--- config.mk ---
export PLATFORM = sky130hd
export DESIGN_NAME = wopi_ctrl
export DESIGN_NICKNAME = d
export VERILOG_FILES = /design/src/rtl/wopi_pkg.sv /design/src/rtl/wopi_ctrl.sv
export SDC_FILE = /design/constraint.sdc
export NUM_CORES = 1
export LEC_CHECK = 0
export BUFFER_PORTS_ARGS = -buffer_cell sky130_fd_sc_hd__clkbuf_2
export CORE_AREA = 4 4 41 43
export DETAILED_ROUTE_END_ITERATION = 6
export DIE_AREA = 0 0 45 47
export PLACE_DENSITY = 0.45
export RECOVER_POWER = 50
export SKIP_LAST_GASP = 1
export SYNTH_ARGS = -nofsm -noshare
export SYNTH_HDL_FRONTEND = slang
export SYNTH_SLANG_ARGS = --single-unit
--- constraint.sdc ---
create_clock -name clk -period 2.1 [get_ports clk]
set_input_delay 0.315 -clock clk [delete_from_list [all_inputs] [get_ports clk]]
set_output_delay 0.315 -clock clk [all_outputs]
set_load 0.01 [all_outputs]
--- src/rtl/wopi_pkg.sv ---
// ----------------------------------------------------------------------------
// wopi_pkg
// Shared types and constants for the wheel odometry pose integrator.
// ----------------------------------------------------------------------------
package wopi_pkg;

  localparam int ATAN_DEPTH = 24;

  localparam logic signed [33:0] CORDIC_X0 = 34'sd652032874;
  localparam logic signed [16:0] SQRT2_QUARTER = 17'sd23170;
  localparam logic signed [30:0] UNITS_PER_RAD = 31'sd683565276;

  localparam logic [2:0] REG_MODE    = 3'd0;
  localparam logic [2:0] REG_INV_RAD = 3'd1;
  localparam logic [2:0] REG_TSTEP   = 3'd2;
  localparam logic [2:0] REG_START_X = 3'd3;
  localparam logic [2:0] REG_START_Y = 3'd4;
  localparam logic [2:0] REG_START_H = 3'd5;

  // datapath commands from the controller
  typedef struct packed {
    logic load;   // capture wheels, velocity and rate, start cordic
    logic iter;   // one cordic rotation
    logic mul1;   // world velocity products
    logic mul2;   // velocity sums and shifts
    logic mul3;   // displacement and angle step products
    logic mul4;   // angle step scale
    logic commit; // update pose
  } wopi_cmd_t;

  typedef struct packed {
    logic last_iter;
  } wopi_sts_t;

  function automatic logic signed [33:0] atan_entry(input logic [4:0] i);
    logic signed [33:0] r;
    r = '0;
    case (i)
      5'd0:  r = 34'sd536870912;
      5'd1:  r = 34'sd316933406;
      5'd2:  r = 34'sd167458907;
      5'd3:  r = 34'sd85004756;
      5'd4:  r = 34'sd42667331;
      5'd5:  r = 34'sd21354465;
      5'd6:  r = 34'sd10679838;
      5'd7:  r = 34'sd5340245;
      5'd8:  r = 34'sd2670163;
      5'd9:  r = 34'sd1335087;
      5'd10: r = 34'sd667544;
      5'd11: r = 34'sd333772;
      5'd12: r = 34'sd166886;
      5'd13: r = 34'sd83443;
      5'd14: r = 34'sd41722;
      5'd15: r = 34'sd20861;
      5'd16: r = 34'sd10430;
      5'd17: r = 34'sd5215;
      5'd18: r = 34'sd2608;
      5'd19: r = 34'sd1304;
      5'd20: r = 34'sd652;
      5'd21: r = 34'sd326;
      5'd22: r = 34'sd163;
      5'd23: r = 34'sd81;
      default: r = '0;
    endcase
    return r;
  endfunction

endpackage

--- src/rtl/wopi_ctrl.sv ---
// ----------------------------------------------------------------------------
// wopi_ctrl
// Sequencer: accept a request, run cordic, multiply steps, present result.
// ----------------------------------------------------------------------------
module wopi_ctrl (
  input  logic                clk,
  input  logic                rst,
  input  logic                in_valid,
  output logic                in_stall,
  output logic                out_valid,
  input  logic                out_stall,
  input  wopi_pkg::wopi_sts_t sts,
  output wopi_pkg::wopi_cmd_t cmd
);

  localparam logic [2:0] ST_IDLE = 3'd0;
  localparam logic [2:0] ST_ITER = 3'd1;
  localparam logic [2:0] ST_M1   = 3'd2;
  localparam logic [2:0] ST_M2   = 3'd3;
  localparam logic [2:0] ST_M3   = 3'd4;
  localparam logic [2:0] ST_M4   = 3'd5;
  localparam logic [2:0] ST_OUT  = 3'd6;
  localparam logic [2:0] ST_CMT  = 3'd7;

  logic [2:0] state;
  logic [2:0] state_next;

  assign in_stall  = (state != ST_IDLE);
  assign out_valid = (state == ST_OUT);

  always_comb begin
    state_next = state;
    cmd = '0;
    case (state)
      ST_IDLE: begin
        if (in_valid) begin
          cmd.load = 1'b1;
          state_next = ST_ITER;
        end
      end
      ST_ITER: begin
        cmd.iter = 1'b1;
        if (sts.last_iter) state_next = ST_M1;
      end
      ST_M1: begin
        cmd.mul1 = 1'b1;
        state_next = ST_M2;
      end
      ST_M2: begin
        cmd.mul2 = 1'b1;
        state_next = ST_M3;
      end
      ST_M3: begin
        cmd.mul3 = 1'b1;
        state_next = ST_M4;
      end
      ST_M4: begin
        cmd.mul4 = 1'b1;
        state_next = ST_CMT;
      end
      ST_CMT: begin
        cmd.commit = 1'b1;
        state_next = ST_OUT;
      end
      ST_OUT: begin
        if (!out_stall) state_next = ST_IDLE;
      end
      default: state_next = ST_IDLE;
    endcase
  end

  always_ff @(posedge clk) begin
    if (rst) state <= ST_IDLE;
    else     state <= state_next;
  end

endmodule

==> summary.txt <==
CTS
  – # hold bufs at CTS: 0
  – Max clock buf depth: 2
  – Clock sinks: 3
  – CTS root buf: clkbuf_4
  – Post-CTS Setup Repair Bufs: 0
  – CTS buffer count: 3
  – CTS tree: done
  – Post-CTS resize count: 0
  – H-tree depth: 1
  – Latest clock arrival within the worst-skew pair: 0.23 ns
  – Reg clk slew, reported paths: 0.04 ns

Timing
  – Setup_tns: 0 ns
  – Max-slew violations: 0
  – Slew Limit Headroom: 75.6%
  – Final setup vio count: 0
  – RSZ-0062 raised after global routing: false
  – Final hold violation count: 0
  – Clock period minus worst slack: 1.55 ns
  – Skew final: 0.00263 ns
  – Worst-Margin Slew: 0.365 ns
  – Part of the cycle the worst path needs: 73.7%
  – Max Clock Freq: 646 MHz

Worst setup path
  – CP Capture Type: primary output
  – CP max stage cell: or3_1
  – Crit-path cells: or3_1 -> nor2_2 -> clkbuf_2
  – Startpoint types: flop
  – CP Class: flop to primary output
  – Worst Path Buf+Inv: 1
  – Critical path data required time: 1.78 ns
  – Crit path max fanout: 8
  – WP data arrival: 1.23 ns
  – Crit-path max cell delay: 0.42 ns
  – Cell family with most CP delay: simple AND/OR/NAND/NOR gates

Yosys
  – Cells after Synth: 28
  – Synth Cell Area: 208 sq um
  – Primary FF master, synth: dfxtp_1
  – Seq/Total Area, Yosys: 28.9%
  – Syn. warnings: 0
  – Post-synth top area cell: dfxtp_1
  – Synthesized area per cell: 7.42 sq um
  – Number of enable flip-flop cells after synthesis: 0
  – Register bit total from synthesis: 3
  – Synth area leaders: dfxtp_1 (29%), nor3_1 (9.6%), and3_2 (7.2%), and3_1 (6.0%), or3_4 (5.4%)
  – Yosys cell types: 18
  – Synthesized Nets: 33
  – Async S/R FF share, synth: 0%
  – Synth top area share: 28.9%

Routing
  – Avg WL per Cell: 9.68 um
  – Vias per cell: 4.14
  – Drt total wl: 571 um
  – DR pass1 iterations: 2
  – Final ANT Viol Nets: 0
  – First DRT Iteration DRCs: 5
  – Vias: 244
  – DRC viols: 0

Pwr
  – Power Total: 0.260 mW
  – VDD IR max: 0.000297 V
  – Lkg Pwr: 0.156 nW
  – Pwr per Cell Area: 853 nW/um^2

Floorplanning
  – Die area: 2120 sq um
  – Die width: 45 um
  – Core Box Area: 1300 sq um
  – Die height: 47 um
  – FP Rows: 13
  – I/O Pins: 14
  – Initial Util: 16.0%

Cells and area
  – Commonest non-fill, non-tap cell in the layout: clkbuf_2
  – Fillers: 157
  – Most frequent cells in the layout: clkbuf_2 (11), nor3_1 (4)
  – Final #Nets: 50
  – Diode count: 0
  – Share of layout cells above drive strength 1: 38.6%
  – P&R area growth vs syn: 47.0%

Run
  – Max Cap Viol: 0

GRT
  – GRT Total Usage: 6.71%
  – Total congestion overflow: 0
  – First-pass GRT wire length: 986 um
  – Number of global-route vias before repair: 221
  – Largest net degree at the start of global routing: 15
  – Antenna violations before repair: 0

Placement
  – Hpwl dp: 437 um
  – Placer Congestion: 0.689
  – Port Buffers: 13

Min path
  – Worst hold-check path type: input port to flop

Run status
  – Status: finished clean
-- metal layers --
metal	up-vias	part of all wire, %	GRT usage (%)
met3	0	12	3.07
met2	9	43	8.47
met1	104	45	8.64
li1	131	-	-
met5	-	0	0
met4	0	0	5.26
-- report_power, final --
group	switching [mW]	internal [mW]	total (mW)
Sequential	0.0190	0.0659	0.0849
Clock	0.0292	0.0712	0.100
Combinational	0.0405	0.0346	0.0751
-- stage by stage --
step	std cells	setup slack, ns	instance area [sq um]	hold slack [ns]	util [%]
after detailed placement	55	0.794	287	0.540	22.0
after floorplan	28	0.888	208	0.384	-
after global placement	55	0.798	287	0.543	22.0
after CTS	59	0.541	313	0.291	24.0
final	59	0.553	305	0.302	23.5
after global routing	59	0.426	305	0.320	23.5
-- worst paths after layout --
kind | startpoint | end | slack, ns | cells past startpoint
setup / recovery | state[1]$_SDFFE_PP0P_ | cmd[6] | 0.55 | 3
hold / removal | rst | flop | 0.30 | 2
setup reg to reg | state[1]$_SDFFE_PP0P_ | state[0]$_SDFFE_PP0P_ | 1.04 | 3
hold reg to reg | flop | flop | 0.55 | 2
-- kinds of logic (layout without fill, tap and decap cells) --
family	Yosys count	after routing	share of synthesized area [%]
AOI/OAI and AO/OA	6	6	18.7
buffers and inverters	4	20	7.83
muxes	1	1	4.82
DFF	3	3	28.9
and+or+nand+nor	14	14	39.8
-- cell type report --
class	count	area, sq um	share of cell area, %
clock buffer	4	26.3	8.61
tap	15	18.8	6.15
inverter	3	11.3	3.69
timing repair buffer	13	62.6	20.5
sequential	3	60.1	19.7
multi-input combinational	21	126	41.4
-- Yosys cell counts (2+ instances only) --
master	count
nor3_1	4
inv_1	2
dfxtp_1	3
and3_2	2
o21ai_0	2
and3_1	2
nand2_1	2
(Power assumes the default switching activity.)
